$ cat config.mk
export PLATFORM = sky130hd
export DESIGN_NAME = rbvt_cell
export DESIGN_NICKNAME = d
export VERILOG_FILES = /design/src/rbvt_pkg.sv /design/src/rbvt_cell.sv
export SDC_FILE = /design/constraint.sdc
export NUM_CORES = 1
export LEC_CHECK = 0
export BUFFER_PORTS_ARGS = -buffer_cell sky130_fd_sc_hd__buf_2
export CAP_MARGIN = 20
export CORE_MARGIN = 2
export CORE_UTILIZATION = 40
export DETAILED_ROUTE_END_ITERATION = 16
export PLACE_DENSITY = 0.77
export SYNTH_ARGS = -nofsm -noshare
export SYNTH_HDL_FRONTEND = slang
export SYNTH_SLANG_ARGS = --single-unit
$ cat constraint.sdc
create_clock -name clk -period 0.8 [get_ports clk]
set_clock_uncertainty 0.05 [all_clocks]
set_input_delay 0.16 -clock clk [delete_from_list [all_inputs] [get_ports clk]]
set_output_delay 0.16 -clock clk [all_outputs]
set_load 0.1 [all_outputs]
$ cat src/rbvt_pkg.sv
// ----------------------------------------------------------------------------
// rbvt_pkg
// Shared types and constants for the row bank valid tracker.
// ----------------------------------------------------------------------------
`default_nettype none

package rbvt_pkg;

  localparam int BANK_COUNT = 8;
  localparam int CFG_W      = 11;
  localparam int MODE_W     = 2;
  localparam int CIDX_W     = 2;
  localparam int TIME_W     = 32;

  // Request modes; the fourth code means nothing and falls to a default arm
  localparam logic [MODE_W-1:0] MODE_READ  = 2'd0;
  localparam logic [MODE_W-1:0] MODE_WRITE = 2'd1;
  localparam logic [MODE_W-1:0] MODE_CLEAN = 2'd2;

  // Config register indexes
  localparam logic [CIDX_W-1:0] REG_TRIGGER = 2'd0;
  localparam logic [CIDX_W-1:0] REG_KEEP    = 2'd1;

  localparam logic [CFG_W-1:0] TRIGGER_RESET = 11'd819;
  localparam logic [CFG_W-1:0] KEEP_RESET    = 11'd512;

  typedef enum logic [2:0] {
    ST_CLEAR,
    ST_IDLE,
    ST_SEARCH,
    ST_INSERT,
    ST_EVICT,
    ST_DONE
  } state_t;

  // Number of set bits in a bank mask
  function automatic logic [3:0] popcount8(input logic [BANK_COUNT-1:0] m);
    logic [3:0] n;
    n = 4'd0;
    for (int i = 0; i < BANK_COUNT; i++) begin
      n = n + {3'd0, m[i]};
    end
    return n;
  endfunction

endpackage

`default_nettype wire

$ cat src/rbvt_cell.sv
// ----------------------------------------------------------------------------
// rbvt_cell
// One table entry of the ring; takes its neighbor's entry on each shift.
// ----------------------------------------------------------------------------
`default_nettype none

module rbvt_cell
  import rbvt_pkg::*;
#(
  parameter int RW = 16
) (
  input  wire logic                  clk,
  input  wire logic                  shift,
  input  wire logic                  d_vld,
  input  wire logic [RW-1:0]         d_row,
  input  wire logic [BANK_COUNT-1:0] d_mask,
  input  wire logic                  d_par,
  input  wire logic [TIME_W-1:0]     d_time,
  output logic                       q_vld,
  output logic [RW-1:0]              q_row,
  output logic [BANK_COUNT-1:0]      q_mask,
  output logic                       q_par,
  output logic [TIME_W-1:0]          q_time
);

  // Entry register; cleared by the controller's clearing pass, not by reset
  always_ff @(posedge clk) begin
    if (shift) begin
      q_vld  <= d_vld;
      q_row  <= d_row;
      q_mask <= d_mask;
      q_par  <= d_par;
      q_time <= d_time;
    end
  end

endmodule

`default_nettype wire

==> flow_metrics.env, run 1 <==
export IMPL_status="aborted with a tool error"
export IMPL_haltStage="4_1_cts"
export IMPL_error="[ERROR DPL-0033] detailed placement checks failed during check placement."
export IMPL_yosysMostFrequentCell="edfxtp_1"
export IMPL_synth_edf_count=58
export IMPL_synth_area_leader_cell="edfxtp_1"
export IMPL_clock_path_buffers=2
export IMPL_fp_dieW_um=70.0
export IMPL_dp_hpwl_mm=3.24
export IMPL_synthTopCellsByCount="edfxtp_1 (58)"
export IMPL_place_port_buffers=117
export IMPL_synth_async_reset_ratio=0
export IMPL_synthCells=58
export IMPL_synth_compound_area_frac=0
export IMPL_synthTopCellsByArea="edfxtp_1 (100%)"
export IMPL_placed_cells=227
export IMPL_gp_congestion=0.656
export IMPL_synth_fp_nets=118
export IMPL_avgSynthCellArea_um2=30.0
export IMPL_ys_ff_latch=58
export IMPL_synthSimpleGateAreaFrac=0
export IMPL_synth_xor_area_share=0
export IMPL_die_y_um=70.0
export IMPL_synthMuxAreaShare=0
export IMPL_synthFlopType="edfxtp_1"
export IMPL_yosys_cell_types_count=1
export IMPL_cts_sinks=58
export IMPL_synth_top_cell_area_share=1.00
export IMPL_cts_hold_fix_buffers=58
export IMPL_cts_resized=0
export IMPL_synthAdderAreaFrac=0
export IMPL_start_util=0.426
export IMPL_ys_seq_area_frac=1.00
export IMPL_postCtsSetupBuffers=0
export IMPL_cts_buffers=9
export IMPL_ioPinCount=118
export IMPL_cts_htree_levels=3
export IMPL_rows=23
export IMPL_cts_root_buf="clkbuf_8"
export IMPL_synth_area_um2=1740
export IMPL_ys_warnings_count=0
==> cell families after synthesis <==
logic type / count (synthesis)
flops: 58
==> per-stage QoR <==
| stage | setup slack (ns) | area, um^2 | hold WS [ns] |
|---|---|---|---|
| 2_1_floorplan | -0.314 | 1740 | 0.209 |
| 3_3_place_gp | -0.0719 | 3300 | 0.287 |
| 3_5_place_dp | -0.0848 | 3300 | 0.288 |
==> run 2: changes to the inputs <==
- CORE_UTILIZATION: 40 -> 25
- PLACE_DENSITY: 0.77 -> not set
- PLACE_DENSITY_LB_ADDON: not set -> 0.15
==> run 2 against run 1 <==
- the flow now finishes, with violations (setup timing)
- synthesized cell count unchanged
- area after synthesis did not move
==> flow_metrics.env, run 2 <==
export IMPL_core_area_um2=6760
export IMPL_wl_met2_mm=2.87
export IMPL_drtAntennaViolNets=0
export IMPL_grt_pass1_wl_mm=7.59
export IMPL_dp_slack_ns=-0.0890
export IMPL_start_util=0.258
export IMPL_rsz0062_at_grt="true"
export IMPL_cp_arrival_ns=0.96
export IMPL_synth_area_um2=1740
export IMPL_syn_to_final_growth_pct=135
export IMPL_ys_warnings_count=0
export IMPL_status="complete, but fails checks"
export IMPL_drive_gt1_frac=0.520
export IMPL_via_count=1313
export IMPL_final_cells=330
export IMPL_ys_ff_latch=58
export IMPL_fill_cells=511
export IMPL_leakagePower_nw=1.70
export IMPL_drtIter0Drc=52
export IMPL_cp_required_ns=0.59
export IMPL_antenna_found_initial=0
export IMPL_synthTopCellsByArea="edfxtp_1 (100%)"
export IMPL_grt_start_max_net_pins=34
export IMPL_ioPinCount=118
export IMPL_hold_depth=2
export IMPL_place_port_buffers=117
export IMPL_maxSlewHeadroom=0.881
export IMPL_cts_tree="yes"
export IMPL_synth_fp_nets=118
export IMPL_critPathLaunchType="flip-flop"
export IMPL_grt_pass1_vias=1580
export IMPL_fin_util=0.606
export IMPL_synthFlopType="edfxtp_1"
export IMPL_grt_overflow_total=0
export IMPL_crit_path_top_delay_cell="edfxtp_1"
export IMPL_synthCells=58
export IMPL_firstDrtPassIters=4
export IMPL_drcViolationCount=0
export IMPL_hold_viol_final=0
export IMPL_diodes=0
export IMPL_placed_cells=257
export IMPL_wirelength_mm=4.88
export IMPL_viasPerCell=3.98
export IMPL_largest_reg_flops=32
export IMPL_highest_layer="met4"
export IMPL_synth_async_reset_ratio=0
export IMPL_fin_crit_ns=1.17
export IMPL_powerDensity_nw_per_um2=2280
export IMPL_path_buf_inv=1
export IMPL_fin_ws_ns=-0.367
export IMPL_ys_seq_area_frac=1.00
export IMPL_violations="setup timing"
export IMPL_met3_length_um=504
export IMPL_final_common_cell="buf_12"
export IMPL_path_max_fanout=1
export IMPL_synthTopCellsByCount="edfxtp_1 (58)"
export IMPL_period_share=1.46
export IMPL_synth_edf_count=58
export IMPL_crit_chain="buf_12"
export IMPL_synth_top_cell_area_share=1.00
export IMPL_hp_class="in -> reg"
export IMPL_crit_path_end_kind="primary output"
export IMPL_clock_path_buffers=2
export IMPL_wire_per_inst_um=14.8
export IMPL_tightest_slew_ns=0.179
export IMPL_rows=30
export IMPL_cap_violations=0
export IMPL_die_y_um=87.5
export IMPL_layout_common_cells="buf_12 (60), buf_2 (59), edfxtp_1 (58)"
export IMPL_cp_num_cells=1
export IMPL_cts_buffers=9
export IMPL_grt_usage=0.141
export IMPL_fp_dieArea_um2=7650
export IMPL_irDropWorstVdd_uv=1360
export IMPL_yosys_cell_types_count=1
export IMPL_cts_htree_levels=3
export IMPL_reg_top3="q_time (32), q_row (16), q_mask (8)"
export IMPL_yosysMostFrequentCell="edfxtp_1"
export IMPL_max_flop_register="q_time"
export IMPL_path_class="reg -> out"
export IMPL_layout_nets=306
export IMPL_synth_area_leader_cell="edfxtp_1"
export IMPL_fmax_mhz=857
export IMPL_avgSynthCellArea_um2=30.0
export IMPL_cts_sinks=58
export IMPL_finalMaxSlewViolations=0
export IMPL_cts_root_buf="clkbuf_8"
export IMPL_gp_congestion=0.742
export IMPL_cpPeakStageDelay_ns=0.43
export IMPL_multi_input_gates=0
export IMPL_fp_dieW_um=87.5
export IMPL_cp_top_family="flip-flops"
export IMPL_multiInputGateArea_um2=0
export IMPL_postCtsSetupBuffers=0
export IMPL_setup_viol=58
export IMPL_m1WireLength_mm=1.42
export IMPL_path_clk_slew_ns=0.06
[run 2: cell type report]
| cell class | count | area, um^2 | share of cell area |
|---|---|---|---|
| Timing Repair Buffer | 177 | 2080 | 0.508 |
| Tap cell | 80 | 100 | 0.0244 |
| Clock inverter | 5 | 46.3 | 0.0113 |
| Clock buffer | 10 | 128 | 0.0312 |
| Sequential cell | 58 | 1740 | 0.425 |
[run 2: cell families (layout without fill, tap and decap cells)]
| group | count (synthesis) | after routing | synth area share |
|---|---|---|---|
| buffers and inverters | 0 | 192 | 0 |
| flip-flops | 58 | 58 | 1.00 |
[run 2: worst paths after layout]
check | startpoint | endpoint
worst max-delay path | q_row[15]$_DFFE_PP_ | q_row[15]
worst min-delay path | d_time[18] | q_time[18]$_DFFE_PP_
[run 2: timing repair]
action,in CTS,in global routing
endpoints found under the setup margin,58,59
resized for setup,0,1
endpoints found under the hold margin,58,0
hold buffers,58,0
[run 2: where the power goes]
group          internal, mW  total [mW]  switching (mW)
Combinational          1.16        3.11            1.95
Sequential             3.63        3.82           0.193
Clock                  1.38        2.41            1.03
[run 2: routing by layer]
metal,GRT usage,up-vias
li1,-,611
met3,0.0730,9
met2,0.265,72
met1,0.118,621
met4,0.0713,0
met5,0,-
[run 2: through the flow]
| step | hold slack, ns | TNS [ns] | cell area [um^2] | total power, mW |
|---|---|---|---|---|
| 6_report | 0.190 | -19.69 | 4100 | 9.34 |
| 5_1_grt | 0.196 | -21.83 | 4100 | 9.66 |
| 4_1_cts | 0.246 | -21.08 | 4090 | 9.43 |
| 3_5_place_dp | 0.288 | -4.34 | 3340 | 6.79 |
| 3_3_place_gp | 0.286 | -3.43 | 3340 | 6.76 |
| 2_1_floorplan | 0.209 | -18.21 | 1740 | 5.46 |
(Power assumes the default switching activity.)
