## config.mk

```make
export PLATFORM = sky130hd
export DESIGN_NAME = rbvt_ctrl
export DESIGN_NICKNAME = d
export VERILOG_FILES = /design/src/rbvt_pkg.sv /design/src/rbvt_ctrl.sv
export SDC_FILE = /design/constraint.sdc
export NUM_CORES = 1
export LEC_CHECK = 0
export BUFFER_PORTS_ARGS = -buffer_cell sky130_fd_sc_hd__buf_2
export CAP_MARGIN = 20
export CORE_MARGIN = 5
export CORE_UTILIZATION = 56
export CTS_CLUSTER_DIAMETER = 120
export DETAILED_ROUTE_END_ITERATION = 16
export GPL_ROUTABILITY_DRIVEN = 1
export PLACE_DENSITY = 0.89
export SYNTH_ARGS = -nofsm -noshare
export SYNTH_HDL_FRONTEND = slang
export SYNTH_SLANG_ARGS = --single-unit
```

## constraint.sdc

```tcl
create_clock -name clk -period 15.8 [get_ports clk]
set_input_delay 2.37 -clock clk [delete_from_list [all_inputs] [get_ports clk]]
set_output_delay 2.37 -clock clk [all_outputs]
set_load 0.01 [all_outputs]
```

## src/rbvt_pkg.sv

```systemverilog
// ----------------------------------------------------------------------------
// rbvt_pkg
// Shared types and constants for the row bank valid tracker.
// ----------------------------------------------------------------------------
`default_nettype none

package rbvt_pkg;

  localparam int BANK_COUNT = 8;
  localparam int CFG_W      = 11;
  localparam int MODE_W     = 2;
  localparam int CIDX_W     = 2;
  localparam int TIME_W     = 32;

  // Request modes; the fourth code means nothing and falls to a default arm
  localparam logic [MODE_W-1:0] MODE_READ  = 2'd0;
  localparam logic [MODE_W-1:0] MODE_WRITE = 2'd1;
  localparam logic [MODE_W-1:0] MODE_CLEAN = 2'd2;

  // Config register indexes
  localparam logic [CIDX_W-1:0] REG_TRIGGER = 2'd0;
  localparam logic [CIDX_W-1:0] REG_KEEP    = 2'd1;

  localparam logic [CFG_W-1:0] TRIGGER_RESET = 11'd819;
  localparam logic [CFG_W-1:0] KEEP_RESET    = 11'd512;

  typedef enum logic [2:0] {
    ST_CLEAR,
    ST_IDLE,
    ST_SEARCH,
    ST_INSERT,
    ST_EVICT,
    ST_DONE
  } state_t;

  // Number of set bits in a bank mask
  function automatic logic [3:0] popcount8(input logic [BANK_COUNT-1:0] m);
    logic [3:0] n;
    n = 4'd0;
    for (int i = 0; i < BANK_COUNT; i++) begin
      n = n + {3'd0, m[i]};
    end
    return n;
  endfunction

endpackage

`default_nettype wire

```

## src/rbvt_ctrl.sv

```systemverilog
// ----------------------------------------------------------------------------
// rbvt_ctrl
// Sequencer at the head of the ring: lookup, insert, eviction, result.
// ----------------------------------------------------------------------------
`default_nettype none

module rbvt_ctrl
  import rbvt_pkg::*;
#(
  parameter int N  = 1024,
  parameter int RW = 16
) (
  input  wire logic                  clk,
  input  wire logic                  rst,
  input  wire logic                  in_valid,
  output logic                       in_stall,
  input  wire logic [MODE_W-1:0]     mode,
  input  wire logic [15:0]           row,
  input  wire logic [2:0]            bank,
  input  wire logic [TIME_W-1:0]     timestamp,
  output logic                       out_valid,
  input  wire logic                  out_stall,
  output logic                       answer,
  output logic                       overflow,
  output logic [CFG_W-1:0]           entries_in_use,
  input  wire logic                  cfg_we,
  input  wire logic [CIDX_W-1:0]     cfg_index,
  input  wire logic [CFG_W-1:0]      cfg_data,
  output logic                       shift,
  input  wire logic                  h_vld,
  input  wire logic [RW-1:0]         h_row,
  input  wire logic [BANK_COUNT-1:0] h_mask,
  input  wire logic                  h_par,
  input  wire logic [TIME_W-1:0]     h_time,
  output logic                       t_vld,
  output logic [RW-1:0]              t_row,
  output logic [BANK_COUNT-1:0]      t_mask,
  output logic                       t_par,
  output logic [TIME_W-1:0]          t_time
);

  localparam int CW   = $clog2(N);
  localparam int UW   = $clog2(N + 1);
  localparam int CMPW = (UW > CFG_W) ? UW : CFG_W;
  localparam int KW   = TIME_W + RW;
  localparam logic [CW-1:0] LAST = CW'(N - 1);

  state_t                  state, state_next;
  logic [CW-1:0]           cnt, cnt_next;
  logic [UW-1:0]           used, used_next;
  logic [MODE_W-1:0]       mode_r, mode_r_next;
  logic [RW-1:0]           row_r, row_r_next;
  logic [BANK_COUNT-1:0]   bit_r, bit_r_next;
  logic [TIME_W-1:0]       ts_r, ts_r_next;
  logic                    found, found_next;
  logic                    ans, ans_next;
  logic                    ovf, ovf_next;
  logic                    best_vld, best_vld_next;
  logic [KW-1:0]           best_key, best_key_next;
  logic                    evict_vld, evict_vld_next;
  logic [KW-1:0]           evict_key, evict_key_next;
  logic [CFG_W-1:0]        trigger_count, keep_count;
  logic                    out_valid_next, answer_next, overflow_next;
  logic [CFG_W-1:0]        entries_in_use_next;

  // Config registers
  always_ff @(posedge clk) begin
    if (rst) begin
      trigger_count <= TRIGGER_RESET;
      keep_count    <= KEEP_RESET;
    end else if (cfg_we) begin
      case (cfg_index)
        REG_TRIGGER: trigger_count <= cfg_data;
        REG_KEEP:    keep_count    <= cfg_data;
        default: ;
      endcase
    end
  end

  // State and working registers
  always_ff @(posedge clk) begin
    if (rst) begin
      state     <= ST_CLEAR;
      cnt       <= '0;
      used      <= '0;
      out_valid <= 1'b0;
    end else begin
      state     <= state_next;
      cnt       <= cnt_next;
      used      <= used_next;
      out_valid <= out_valid_next;
    end
  end

  always_ff @(posedge clk) begin
    mode_r         <= mode_r_next;
    row_r          <= row_r_next;
    bit_r          <= bit_r_next;
    ts_r           <= ts_r_next;
    found          <= found_next;
    ans            <= ans_next;
    ovf            <= ovf_next;
    best_vld       <= best_vld_next;
    best_key       <= best_key_next;
    evict_vld      <= evict_vld_next;
    evict_key      <= evict_key_next;
    answer         <= answer_next;
    overflow       <= overflow_next;
    entries_in_use <= entries_in_use_next;
  end

  // Next state, head update and result
  always_comb begin
    logic [BANK_COUNT-1:0] m;
    logic [KW-1:0]         hkey;
    logic                  hit;

    state_next          = state;
    cnt_next            = cnt;
    used_next           = used;
    mode_r_next         = mode_r;
    row_r_next          = row_r;
    bit_r_next          = bit_r;
    ts_r_next           = ts_r;
    found_next          = found;
    ans_next            = ans;
    ovf_next            = ovf;
    best_vld_next       = best_vld;
    best_key_next       = best_key;
    evict_vld_next      = evict_vld;
    evict_key_next      = evict_key;
    answer_next         = answer;
    overflow_next       = overflow;
    entries_in_use_next = entries_in_use;
    out_valid_next      = out_valid && out_stall;
    in_stall            = (state != ST_IDLE);
    shift               = 1'b0;
    t_vld               = h_vld;
    t_row               = h_row;
    t_mask              = h_mask;
    t_par               = h_par;
    t_time              = h_time;
    m                   = h_mask | bit_r;
    hkey                = {h_time, h_row};
    hit                 = h_vld && (h_row == row_r);

    case (state)
      ST_CLEAR: begin
        shift    = 1'b1;
        t_vld    = 1'b0;
        cnt_next = cnt + 1'b1;
        if (cnt == LAST) begin
          state_next = ST_IDLE;
        end
      end
      ST_IDLE: begin
        if (in_valid) begin
          mode_r_next    = mode;
          row_r_next     = RW'(row);
          bit_r_next     = BANK_COUNT'(1) << bank;
          ts_r_next      = timestamp;
          ans_next       = 1'b0;
          ovf_next       = 1'b0;
          found_next     = 1'b0;
          best_vld_next  = 1'b0;
          evict_vld_next = 1'b0;
          cnt_next       = '0;
          case (mode)
            MODE_READ, MODE_WRITE: state_next = ST_SEARCH;
            MODE_CLEAN: begin
              if (CMPW'(used) > CMPW'(trigger_count)) begin
                ans_next   = 1'b1;
                state_next = (CMPW'(used) > CMPW'(keep_count)) ? ST_EVICT : ST_DONE;
              end else begin
                state_next = ST_DONE;
              end
            end
            default: state_next = ST_DONE;
          endcase
        end
      end
      ST_SEARCH: begin
        shift    = 1'b1;
        cnt_next = cnt + 1'b1;
        // rows are unique, so at most one entry matches
        if (hit) begin
          found_next = 1'b1;
          t_time     = ts_r;
          if (mode_r == MODE_READ) begin
            if ((h_mask & bit_r) != '0) begin
              ans_next = 1'b1;
            end else if (popcount8(h_mask) <= 4'd2) begin
              t_mask   = m;
              t_par    = 1'b1;
              ans_next = 1'b0;
            end else begin
              t_mask   = m;
              ans_next = h_par;
            end
          end else begin
            t_mask   = m;
            t_par    = (popcount8(m) >= 4'd4);
            ans_next = (m != '1);
          end
        end
        if (cnt == LAST) begin
          if (found || hit) begin
            state_next = ST_DONE;
          end else if (used == UW'(N)) begin
            ovf_next   = 1'b1;
            ans_next   = 1'b0;
            state_next = ST_DONE;
          end else begin
            state_next = ST_INSERT;
          end
        end
      end
      ST_INSERT: begin
        shift = 1'b1;
        if (!h_vld) begin
          t_vld      = 1'b1;
          t_row      = row_r;
          t_mask     = bit_r;
          t_par      = 1'b0;
          t_time     = ts_r;
          used_next  = used + 1'b1;
          ans_next   = (mode_r == MODE_WRITE);
          state_next = ST_DONE;
        end
      end
      ST_EVICT: begin
        shift    = 1'b1;
        cnt_next = cnt + 1'b1;
        // drop last pass's oldest, track the oldest of the rest
        if (evict_vld && h_vld && (hkey == evict_key)) begin
          t_vld     = 1'b0;
          used_next = used - 1'b1;
        end else if (h_vld && (!best_vld || (hkey < best_key))) begin
          best_vld_next = 1'b1;
          best_key_next = hkey;
        end
        if (cnt == LAST) begin
          if (best_vld_next && (CMPW'(used_next) > CMPW'(keep_count))) begin
            evict_vld_next = 1'b1;
            evict_key_next = best_key_next;
            best_vld_next  = 1'b0;
          end else begin
            state_next = ST_DONE;
          end
        end
      end
      ST_DONE: begin
        if (!out_valid || !out_stall) begin
          out_valid_next      = 1'b1;
          answer_next         = ans;
          overflow_next       = ovf;
          entries_in_use_next = CFG_W'(used);
          state_next          = ST_IDLE;
        end
      end
      default: state_next = ST_IDLE;
    endcase
  end

endmodule

`default_nettype wire

```

==> flow_summary.ini <==
[run_status]
outcome = completed

[critical_path]
reg2reg_to = evict_key[46]
max_stage_delay_ps = 530
crit_buf_inv = 5
endpoint = t_par
r2r_cells = 14
crit_chain = buf_2, fa_1, inv_1, fa_1, fa_1, inv_1, ha_1, inv_1, fa_1, nor2b_1, a31oi_1, nor3_1, o41ai_1, nor2b_1, o21ai_0, o31ai_1, buf_2
critPathTopFamily = adder cells
endpoint_kind = primary output
cp_max_fo = 5
r2r_start = used[0]
critical_path_class = in2out
crit_path_frequent_cell = fa_1
crit_path_start_kind = primary input
critPathArrivalTime_ps = 5870
path_depth = 17
cpMaxStageDelayCell = fa_1
rrSetupSlack_ps = 11170
startpoint = h_mask[0]
worstPathRequired_ps = 13430

[finish]
num_antenna_cells = 0
drive_above_1_share_pct = 24.5
num-fill-cells = 1663
postLayoutCellArea_um2 = 14500
areaGrowthSynthToFinish_pct = 16.4
nets = 1566

[detailed_routing]
viasPerCell = 5.88
route.detailed.drc = 0
num_vias = 9645
detail-route-antenna-nets = 0
totalWireLength_um = 31700
drt_iter0_markers = 939
dr.pass1.iters = 6
avgRoutedWirePerCell_um = 19.4

[pwr]
max-vdd-ir-drop_mv = 0.0728
p_leak_nw = 5.97
p_sw_share_pct = 23.1
p_clk_share_pct = 41.8
intPower_mw = 0.984
p_sw_mw = 0.296
power.density_nw_per_um2 = 88.6
p_comb_share_pct = 9.5
power_frac_seq_pct = 48.7

[clock_tree]
clock-root-buffer = clkbuf_16
cts_tree = built
cts.sinks = 219
clock_latency_ps = 520
clk_pin_slew_worst_paths_ps = 60
hold_buffers = 0
clock_path_buffers = 3
cts_resized = 0
cts_inserted_buffers = 24
cts_max_level = 1
postCtsSetupBuffers = 0

[floorplanning]
die_h_um = 159
initial_core_util_pct = 56.9
die_width_um = 159
core_um2 = 21800
rows = 54
ios = 203
die-area_um2 = 25200

[place]
routabilityCongestion = 0.933
portBuffers = 202
placed_area_um2 = 13700
dpl.hpwl_um = 23200

[sta]
fin_setup_tns_ps = 0
finalMaxSlewViolations = 0
grt_setup_unrepaired = false
max_freq_ghz = 0.121
timing.final.crit_period_ps = 8240
finalCritPeriodShare_pct = 52.2
hold_violations = 0
fin_skew_ps = 19.5
relSlewSlack_pct = 25.3
worst_slew_pin_slew_ps = 1120
setup-violations-final = 0

[yosys]
ys_warn_count = 0
syn_inst = 1143
synth_nets = 1368
synthArstFlopShare_pct = 0
ys_types = 59
ys_seq_area_share_pct = 49.2
synth_seq_cells = 219
syn_area_um2 = 12400
synth_edf_count = 172
synth_ff_type = edfxtp_1
syn-mean-instance-area_um2 = 10.9

[global_route]
overflow = 0
grt_pass1_vias = 9688
antenna_found_initial = 0
grt_max_degree = 66
grt_first_pass_wirelength_um = 50800
grt_usage_pct = 24.2

[job]
cap_violations = 0

[min_path]
min_path_type = reg2reg
## cells by family (layout without fill, tap and decap cells)
logic type	count (synthesis)	after routing	synth area share, %
muxes	79	79	7.66
DFF	219	219	49.2
xor gates and xnor gates	83	83	5.86
and+or+nand+nor	340	340	13.3
AOI/OAI and AO/OA	196	196	9.82
adders and majority gates	96	96	10.1
buffers and inverters	130	346	4.10
## layer usage
metal  share of wire [%]  track usage, %
met1                  40            31.3
met2                  49            41.2
met3                 7.1            4.35
met4                 3.4            8.41
met5                   0               0
## worst min-delay path by stage
stage / slack (ps) / endpoint / startpoint / depth (start not counted)
final: 440 / answer / ans / 0
after global routing: 480 / answer / ans / 0
after CTS: 460 / answer / ans / 0
after detailed placement: 460 / answer / ans / 0
after global placement: 440 / answer / ans / 0
after floorplan: 400 / overflow / ovf / 0
## placed cells by master (no fill, tap or decap), types with 17 or more instances in the layout
master,instances
nor4_1,30
xnor2_1,25
nand2_1,114
mux2_2,48
nor2_1,73
inv_1,89
ha_1,89
a22oi_1,17
clkbuf_16,25
mux2_4,20
xor2_1,58
dfxtp_1,47
o21ai_0,63
nand3_1,26
nand4_1,25
a21oi_1,57
edfxtp_1,172
buf_2,202
## metrics by stage
| stage | total power [mW] | std cells | hold slack (ps) | setup WS [ps] | utilization (%) |
|---|---|---|---|---|---|
| final | 1.28 | 1639 | 443 | 7560 | 66.2 |
| after global routing | 1.33 | 1639 | 476 | 7290 | 66.2 |
| after CTS | 1.29 | 1638 | 458 | 7560 | 66.2 |
| after detailed placement | 0.755 | 1594 | 460 | 7560 | 62.8 |
| after global placement | 0.750 | 1594 | 436 | 7620 | 62.8 |
| after floorplan | 0.703 | 1143 | 400 | 8020 | - |
## power by group through the flow
stage	clock network, mW	registers [mW]	logic [mW]
floorplan	0	0.635	0.0682
CTS	0.543	0.623	0.121
global placement	0	0.635	0.115
detailed placement	0	0.636	0.119
finish	0.535	0.623	0.121
global route	0.568	0.623	0.134
## cells in the mapped netlist (8+ instances only)
cell type  count  area share, %
xnor2_1       25            1.8
mux2i_1       11           0.89
nor2b_1       13           0.66
a21o_1        11           0.67
nand3_1       26            1.0
nand2b_1       8           0.40
nand2_1      114            3.4
nor3_1        12           0.48
mux2_2        48            4.4
xor2_1        58            4.1
dfxtp_1       47            7.6
clkbuf_1      34            1.0
a22oi_1       17            1.0
a21oi_1       57            2.3
nor4_1        31            1.6
mux2_4        20            2.4
edfxtp_1     172             42
nor2_1        74            2.2
nand4_1       25            1.3
o21ai_0       63            2.5
ha_1          89            9.0
inv_1         90            2.7
## sequential cells by signal (all words and copies together), names as in the netlist
| signal | flops |
|---|---|
| entries_in_use | 11 |
| mode_r | 2 |
| ans | 1 |
| used | 11 |
| best_key | 48 |
| ts_r | 32 |
| cnt | 10 |
| trigger_count | 11 |
| found | 1 |
| answer | 1 |
| evict_key | 48 |
| state | 3 |
| ovf | 1 |
| best_vld | 1 |
| overflow | 1 |
| keep_count | 11 |
| row_r | 16 |
| evict_vld | 1 |
| out_valid | 1 |
| bit_r | 8 |
## final cells by class
type,instances,area (um^2),area share [%]
Clock buffer,31,658,4.55
Clock inverter,13,86.3,0.597
Inverter,90,338,2.34
Multi-Input combinational cell,794,5820,40.3
Sequential cell,219,6110,42.3
Tap cell,280,350,2.42
Timing Repair Buffer,212,1090,7.54
(Power assumes the default switching activity.)
